[config.mk]
export PLATFORM = sky130hd
export DESIGN_NAME = periodic_task_tick_scheduler_top
export DESIGN_NICKNAME = d
export VERILOG_FILES = /design/src/design/psts_pkg.sv /design/src/design/psts_cell.sv /design/src/design/periodic_task_tick_scheduler_top.sv
export SDC_FILE = /design/constraint.sdc
export NUM_CORES = 1
export LEC_CHECK = 0
export BUFFER_PORTS_ARGS = -buffer_cell sky130_fd_sc_hd__buf_2
export CAP_MARGIN = 10
export CORE_UTILIZATION = 53
export CTS_BUF_LIST = sky130_fd_sc_hd__clkbuf_8
export DETAILED_ROUTE_END_ITERATION = 7
export PLACE_DENSITY = 0.69
export SYNTH_ARGS = -nofsm -noshare
export SYNTH_HDL_FRONTEND = slang
export SYNTH_SLANG_ARGS = --single-unit
[constraint.sdc]
create_clock -name aclk -period 9.38 [get_ports aclk]
set_clock_uncertainty 0.1 [all_clocks]
set_input_delay 0.469 -clock aclk [delete_from_list [all_inputs] [get_ports aclk]]
set_output_delay 0.469 -clock aclk [all_outputs]
set_load 0.02 [all_outputs]
[src/design/psts_pkg.sv]
// ----------------------------------------------------------------------------
// psts_pkg: shared types for the periodic task tick scheduler
// Operation codes and the transaction word that travels down the slot chain.
// ----------------------------------------------------------------------------
package psts_pkg;

    localparam int unsigned OP_W    = 3;
    localparam int unsigned ID_W    = 3;
    localparam int unsigned TIME_W  = 16;
    localparam int unsigned MASK_W  = 8;

    typedef enum logic [OP_W-1:0] {
        OP_TICK    = 3'd0,
        OP_CREATE  = 3'd1,
        OP_SUSPEND = 3'd2,
        OP_RESUME  = 3'd3,
        OP_KILL    = 3'd4
    } op_t;

    // One transaction as it moves from cell to cell
    typedef struct packed {
        logic              valid;
        op_t               op;
        logic [ID_W-1:0]   task_id;
        logic [TIME_W-1:0] period;
        logic [TIME_W-1:0] first_delay;
        logic [MASK_W-1:0] fired_mask;
    } psts_cmd_t;

endpackage

[src/design/psts_cell.sv]
// ----------------------------------------------------------------------------
// psts_cell: one task slot of the scheduler chain
// Holds one slot's state, applies the passing transaction to it and hands
// the transaction (with its fired bit merged in) to the next cell.
// ----------------------------------------------------------------------------
module psts_cell
    import psts_pkg::*;
#(
    parameter int unsigned INDEX = 0
) (
    input  logic      aclk,
    input  logic      aresetn,
    input  logic      enable,
    input  psts_cmd_t cmd_in,
    output psts_cmd_t cmd_out
);

    localparam bit              SHOWN   = (INDEX < MASK_W);
    localparam logic [ID_W-1:0] BIT_POS = ID_W'(INDEX % MASK_W);

    logic              used_reg,   used_next;
    logic              ready_reg,  ready_next;
    logic [TIME_W-1:0] period_reg, period_next;
    logic [TIME_W-1:0] count_reg,  count_next;
    psts_cmd_t         cmd_reg,    cmd_next;
    logic              hit;

    assign hit = (32'(cmd_in.task_id) == INDEX);

    always_comb begin
        used_next   = used_reg;
        ready_next  = ready_reg;
        period_next = period_reg;
        count_next  = count_reg;
        cmd_next    = cmd_in;
        if (cmd_in.valid) begin
            unique case (cmd_in.op)
                OP_TICK: begin
                    if (used_reg && ready_reg) begin
                        if (count_reg == '0) begin
                            // reload wraps to all ones for a zero period
                            count_next = period_reg - TIME_W'(1);
                            if (SHOWN) begin
                                cmd_next.fired_mask[BIT_POS] = 1'b1;
                            end
                        end else begin
                            count_next = count_reg - TIME_W'(1);
                        end
                    end
                end
                OP_CREATE: begin
                    if (hit && !used_reg) begin
                        used_next   = 1'b1;
                        ready_next  = 1'b1;
                        period_next = cmd_in.period;
                        count_next  = cmd_in.first_delay;
                    end
                end
                OP_SUSPEND: begin
                    if (hit) begin
                        ready_next = 1'b0;
                    end
                end
                OP_RESUME: begin
                    if (hit) begin
                        ready_next = 1'b1;
                    end
                end
                OP_KILL: begin
                    if (hit) begin
                        used_next = 1'b0;
                    end
                end
                default: begin
                end
            endcase
        end
    end

    always_ff @(posedge aclk) begin
        if (!aresetn) begin
            used_reg      <= 1'b0;
            ready_reg     <= 1'b0;
            cmd_reg.valid <= 1'b0;
        end else if (enable) begin
            used_reg   <= used_next;
            ready_reg  <= ready_next;
            period_reg <= period_next;
            count_reg  <= count_next;
            cmd_reg    <= cmd_next;
        end
    end

    assign cmd_out = cmd_reg;

endmodule

[src/design/periodic_task_tick_scheduler_top.sv]
// ----------------------------------------------------------------------------
// periodic_task_tick_scheduler_top: time-triggered periodic task scheduler
// Table of task slots kept in a chain of cells, one cell per slot.
// ----------------------------------------------------------------------------
// Each accepted transaction walks the chain of TASKS slot cells, one cell per
// cycle, and every cell applies it to its own slot. One transaction is in the
// chain at a time, so the next one is taken only after the last has left the
// chain; a tick leaves its fired mask in the output register at the end of
// the chain, where it may wait for m_ready while the next transaction is
// already accepted. Only ticks produce a result; create, suspend, resume,
// kill and unused op codes produce none.
// Slots beyond eight cannot be addressed and never fire.
module periodic_task_tick_scheduler_top
    import psts_pkg::*;
#(
    parameter int unsigned TASKS = 8
) (
    input  logic              aclk,
    input  logic              aresetn,
    input  logic              s_valid,
    output logic              s_ready,
    input  logic [OP_W-1:0]   s_op,
    input  logic [ID_W-1:0]   s_task_id,
    input  logic [TIME_W-1:0] s_period,
    input  logic [TIME_W-1:0] s_first_delay,
    output logic              m_valid,
    input  logic              m_ready,
    output logic [MASK_W-1:0] m_fired_mask
);

    psts_cmd_t         chain [TASKS+1];
    psts_cmd_t         head;
    logic [TASKS-1:0]  chain_valid;
    psts_cmd_t         tail;
    logic              enable;
    logic              tail_tick;
    logic              busy_reg,  busy_next;
    logic              mvld_reg,  mvld_next;
    logic [MASK_W-1:0] mask_reg,  mask_next;

    assign s_ready = !busy_reg;

    always_comb begin
        head.valid       = s_valid && !busy_reg;
        head.op          = op_t'(s_op);
        head.task_id     = s_task_id;
        head.period      = s_period;
        head.first_delay = s_first_delay;
        head.fired_mask  = '0;
    end

    assign chain[0] = head;

    for (genvar g = 0; g < TASKS; g++) begin : g_cell
        psts_cell #(
            .INDEX(g)
        ) u_cell (
            .aclk    (aclk),
            .aresetn (aresetn),
            .enable  (enable),
            .cmd_in  (chain[g]),
            .cmd_out (chain[g+1])
        );
        assign chain_valid[g] = chain[g+1].valid;
    end

    assign tail      = chain[TASKS];
    assign tail_tick = tail.valid && (tail.op == OP_TICK);
    // hold the chain while a finished tick cannot reach the output register
    assign enable    = !(tail_tick && mvld_reg && !m_ready);

    always_comb begin
        busy_next = busy_reg;
        mvld_next = mvld_reg;
        mask_next = mask_reg;
        if (m_ready) begin
            mvld_next = 1'b0;
        end
        if (s_valid && s_ready) begin
            busy_next = 1'b1;
        end else if (tail.valid && enable) begin
            busy_next = 1'b0;
        end
        if (tail_tick && enable) begin
            mvld_next = 1'b1;
            mask_next = tail.fired_mask;
        end
    end

    always_ff @(posedge aclk) begin
        if (!aresetn) begin
            busy_reg <= 1'b0;
            mvld_reg <= 1'b0;
        end else begin
            busy_reg <= busy_next;
            mvld_reg <= mvld_next;
        end
    end

    always_ff @(posedge aclk) begin
        mask_reg <= mask_next;
    end

    assign m_valid      = mvld_reg;
    assign m_fired_mask = mask_reg;

    // ------------------------------------------------------------------------
    // Assertions
    // ------------------------------------------------------------------------
    a_single_in_flight: assert property (
        @(posedge aclk) disable iff (!aresetn) $onehot0(chain_valid)
    ) else $error("more than one transaction in the slot chain");

    a_idle_when_ready: assert property (
        @(posedge aclk) disable iff (!aresetn) s_ready |-> (chain_valid == '0)
    ) else $error("input ready while the chain is busy");

    a_result_from_tick: assert property (
        @(posedge aclk) disable iff (!aresetn)
        $rose(m_valid) |-> $past(tail_tick && enable)
    ) else $error("result produced without a tick leaving the chain");

endmodule
* After elaboration in Yosys (flattened, before gate mapping) *
Index checks and enable logic that the tools add are counted.

cells by class
  add/sub/neg operators = 16
  multipliers = 0
  div/mod/pow operators = 0
  magnitude comparators = 0
  equal/unequal tests = 79
  shift operators = 0
  muxes and demuxes = 84
  bitwise logic cells = 1
  reductions and logical operators = 118

operators with widths
  kind                   number
  $mux 16                24
  $pmux 16 s2            8
  $sub 16x1->16 const B  16
  $logic_not 16->1       8
  $reduce_and 6->1       16
  $ne 2x1->1 const B     40
  $reduce_and 5->1       16
  $eq 3x2->1 const B     18
  $eq 3x3->1 const B     12
  $mux 1                 36
  $reduce_bool 2->1      18
  $logic_not 3->1        10
  $eq 3x1->1 const B     9
  $pmux 1 s3             8
  $reduce_and 3->1       8
  $reduce_bool 3->1      8
  $logic_and 1x1->1      22
  $pmux 1 s2             8
  $logic_not 1->1        11
  $reduce_and 2->1       1
  $not 1->1              1

word-level totals
  register bits = 595
  latch bits = 0
  bits in writable memories = 0
  ROM bits = 0
  input port bits = 42
  output and inout port bits = 10
  word-level logic and storage cells = 385
  memories kept = 0

* Longest topological paths before layout *
  word-level depth = 8
  gate-level depth with buffers = 14
  gate-level depth less buffers = 11

* Modules after synthesis *
A second synthesis with hierarchy kept.

second synthesis, totals
  cells, all modules = 2044
  area, all modules = 28284.6 sq um

by module, submodules not included
  module                            times used  cells an instance  area an instance (sq um)  seq. area each (sq um)
  psts_cell (g_cell[1].u_cell ...)  2           259                3529.6                    2402.3
  psts_cell (g_cell[5].u_cell ...)  2           251                3505.9                    2402.3
  psts_cell (g_cell[0].u_cell)      1           259                3528.4                    2402.3
  psts_cell (g_cell[4].u_cell)      1           251                3507.1                    2402.3
  psts_cell (g_cell[3].u_cell)      1           249                3415.8                    2402.3
  psts_cell (g_cell[7].u_cell)      1           244                3392.0                    2402.3
  periodic_task_tick_scheduler_top  1           21                 370.4                     280.3

* Worst setup path after synthesis *
No wires, ideal clock.

  path kind = reg-to-reg
  start = reg mvld_reg (netlist: m_valid)
  end = reg g_cell[0].u_cell.cmd_reg (netlist bit g_cell[0].u_cell.cmd_out[0]) (enable)
  setup time = 654 ps
  arrival time = 7098 ps
  required time = 8626 ps
  setup slack = 1528 ps
  cell stages (with the launch flop) = 6
  buffers on the path = 1
  period minus slack after synthesis = 7852 ps
  path through = dfxtp_1 > nor2b_1 > nand2_1 > clkbuf_1 > nand2_1 > inv_1

between the ends
  word-level cells in the longest chain between the ends = 4

RTL lines
  item                             line                                    source
  start: declaration               periodic_task_tick_scheduler_top.sv:38  logic mvld_reg, mvld_next;
  start signal: assignment         periodic_task_tick_scheduler_top.sv:96  mvld_reg <= mvld_next;
  $logic_and 1x1->1 (2 in series)  periodic_task_tick_scheduler_top.sv:70  assign enable = !(tail_tick && mvld_reg && !m_ready);
  $not 1->1 (no line)              -
  $reduce_and 2->1 (no line)       -
  end signal: assignment           psts_cell.sv:90                         cmd_reg <= cmd_next;
  end: declaration                 psts_cell.sv:25                         psts_cmd_t cmd_reg, cmd_next;

Every way passes these cells.
A chain may end at the register's enable or synchronous reset.

* Final worst setup path *
  start = in m_ready
  end = reg g_cell[7].u_cell.cmd_reg (netlist bit g_cell[7].u_cell.cmd_out[7]) (enable)

between the ends
  word-level cells in the longest chain between the ends = 4

RTL lines
  item                        line                                    source
  start: declaration          periodic_task_tick_scheduler_top.sv:27  input logic m_ready,
  $logic_not 1->1             periodic_task_tick_scheduler_top.sv:70
  $logic_and 1x1->1           periodic_task_tick_scheduler_top.sv:70
  $not 1->1 (no line)         -
  $reduce_and 2->1 (no line)  -
  end signal: assignment      psts_cell.sv:90
  end: declaration            psts_cell.sv:25

Every way passes these cells.

==> run metrics <==
synthesized area 0.02457 mm2; deepest clock path buffer count 3; drt wl/cell 19.77 um; die area 0.04723 mm2; grt total ovfl 0; worst-margin pin slew 1184 ps; hold crit path type input port to flop; top post-synthesis cells by area edfxtp_1 70%, a21oi_1 3.3%, nand2_1 2.4%; Fin. Hold Viols 0; number of max-cap violations 0; vias in the first global route 15683; CP Data Required Time 9560 ps; vias 15809; commonest non-fill, non-tap cell in the layout edfxtp_1; Inserted Clock Buffers 90; # rows 78; most frequent cells in the layout 569 x edfxtp_1, 161 x a21oi_1, 159 x nand2_1; post-synth top area share 69.53%; die height 217.3 um; Async S/R FF share, synth 0%; distinct cell type count after synthesis 72; RSZ-0062 raised after global routing no; Crit Path Max Fanout 161; ANT nets after route 0; Pre-Repair DR Iteration Count 5; period utilization 42.97%; post-synthesis register bit count 595; vias per cell 5.972; Worst Setup Slack, final 5349 ps; Post-synth top flop edfxtp_1; leakage power 9.047 nW; status complete, no violations; clk sinks 595; Core Box Area 0.04558 mm2; Synth area leader edfxtp_1; Yosys Warn Count 0; I/O pin cnt 52; hold_ws 103.1 ps; gpl congestion 0.9859; Critical Path AT 4210 ps; Nets 2023; Mapped Cells 1806; H-tree lvl count 3; HPWL after DPL 35.99 mm; Remaining DRCs 0; power per cell area 187.5 mW/mm2; Worst slew margin 21.10%; Root Driver clkbuf_8; IO buf count 51; critical path type input port to flop; Post-synth EDFFs 569; Die W 217.3 um; drt initial violations 1343; largest net degree at the start of global routing 162; post-synthesis sequential area ratio 71.65%; syn_nets 1856; Syn Area/Cell 13.61 um2; crit path launch type input port; FMAX 248.1 MHz; Area Growth Syn to Fin 13.41%; Fin Setup TNS 0 ps; final-report max-slew violation count 0; final setup violating endpoints 0; initial antenna violation count 1; Final min period 4031 ps; GR Util All Layers 22.36%; number of flip-flops in the largest register 313; Final Power 5.226 mW; Initial Util 53.92%; clock slew at reported path FFs 60 ps; pre-CTS WS 5251 ps; CTS tree built; worst-skew pair later-pin latency 680 ps; Total Wirelength 52.32 mm; Resize count post-CTS 0; share of layout cells above drive strength 1 12.90%; CP endpoint kind flop; Max VDD drop 0.1331 mV; first-pass GRT wire length 82.10 mm
worst paths after layout:
kind	endpoint	cells past startpoint	from	slack, ps
min reg2reg	g_cell[7].u_cell.period_reg[2]$_DFFE_PP_	0	g_cell[6].u_cell.cmd_out[26]$_DFFE_PP_	320
min	g_cell[5].u_cell.ready_reg$_SDFFE_PN0P_	2	aresetn	100
max reg2reg	g_cell[7].u_cell.cmd_out[7]$_SDFFCE_PN0P_	5	g_cell[7].u_cell.cmd_out[46]$_SDFFE_PN0N_	5370
max	g_cell[7].u_cell.cmd_out[7]$_SDFFCE_PN0P_	7	m_ready	5350
Yosys cell counts (6+ instances only):
cell / instances
o41ai_1: 8
nand3_1: 17
clkbuf_1: 38
a31o_2: 10
nor4_1: 33
nor3b_1: 16
nor3_1: 59
a211oi_1: 14
o211ai_1: 13
nand4_1: 18
or2_2: 12
a21oi_1: 161
nor2b_1: 14
o21a_1: 8
nor2_1: 147
and2_1: 8
edfxtp_1: 569
xnor2_1: 39
or3b_2: 6
nor4b_1: 11
a31oi_1: 40
xor2_1: 44
nand2_1: 159
o31ai_1: 9
buf_2: 7
inv_1: 18
o21bai_1: 15
a2111oi_0: 15
ha_1: 8
o21ai_0: 112
dfxtp_1: 26
or3_1: 36
a41oi_1: 6
or4_1: 21
metal layers:
metal,global-route usage [%],wire length (um)
met5,0,0
met4,8.920,1634
met3,3.885,2568
met2,40.36,27110
met1,26.39,21010
power by group:
| group | switching [mW] | internal, mW |
|---|---|---|
| Combinational | 0.0699 | 0.0372 |
| Clock | 0.985 | 1.07 |
| Sequential | 0.0582 | 3.01 |
| Total | 1.11 | 4.11 |
layout make-up:
class	instances	area, um2
diodes	1	2.502
clock buffers	96	1321
multi-input cells	1147	6804
fillers	3410	17710
repair buffers	121	880.8
inverters	18	75.07
clock inverters	69	429.2
well taps	600	750.7
flip-flops and latches	595	17610
cells by family (layout without fill, tap and decap cells):
kind of cell,Yosys count,in the layout,share of synthesized area (%)
muxes,4,4,0.1782
other,0,1,0
buffers and inverters,64,304,1.013
xor gates and xnor gates,83,83,2.958
adders and majority gates,8,8,0.4073
and+or+nand+nor,591,591,12.17
DFF,595,595,71.65
AOI/OAI and AO/OA,461,461,11.63
worst max-delay path, cell delays in order:
cell,delay [ps]
dlygate4sd3_1,520
buf_2,110
nor2b_1,70
nand2_1,420
nand2_1,560
inv_8,820
buf_4,990
per-stage QoR:
step	std cells	utilization (%)	area [um2]
6_report	2647	61.15	27870
3_3_place_gp	2441	56.43	25720
4_1_cts	2646	61.15	27870
5_1_grt	2647	61.15	27870
3_5_place_dp	2441	56.43	25720
2_1_floorplan	1806	-	24570
timing repair:
action | CTS | global route
endpoints found under the hold margin | 69 | 0
setup buffers | 0 | 0
hold buffers | 40 | 0
(Power assumes the default switching activity.)
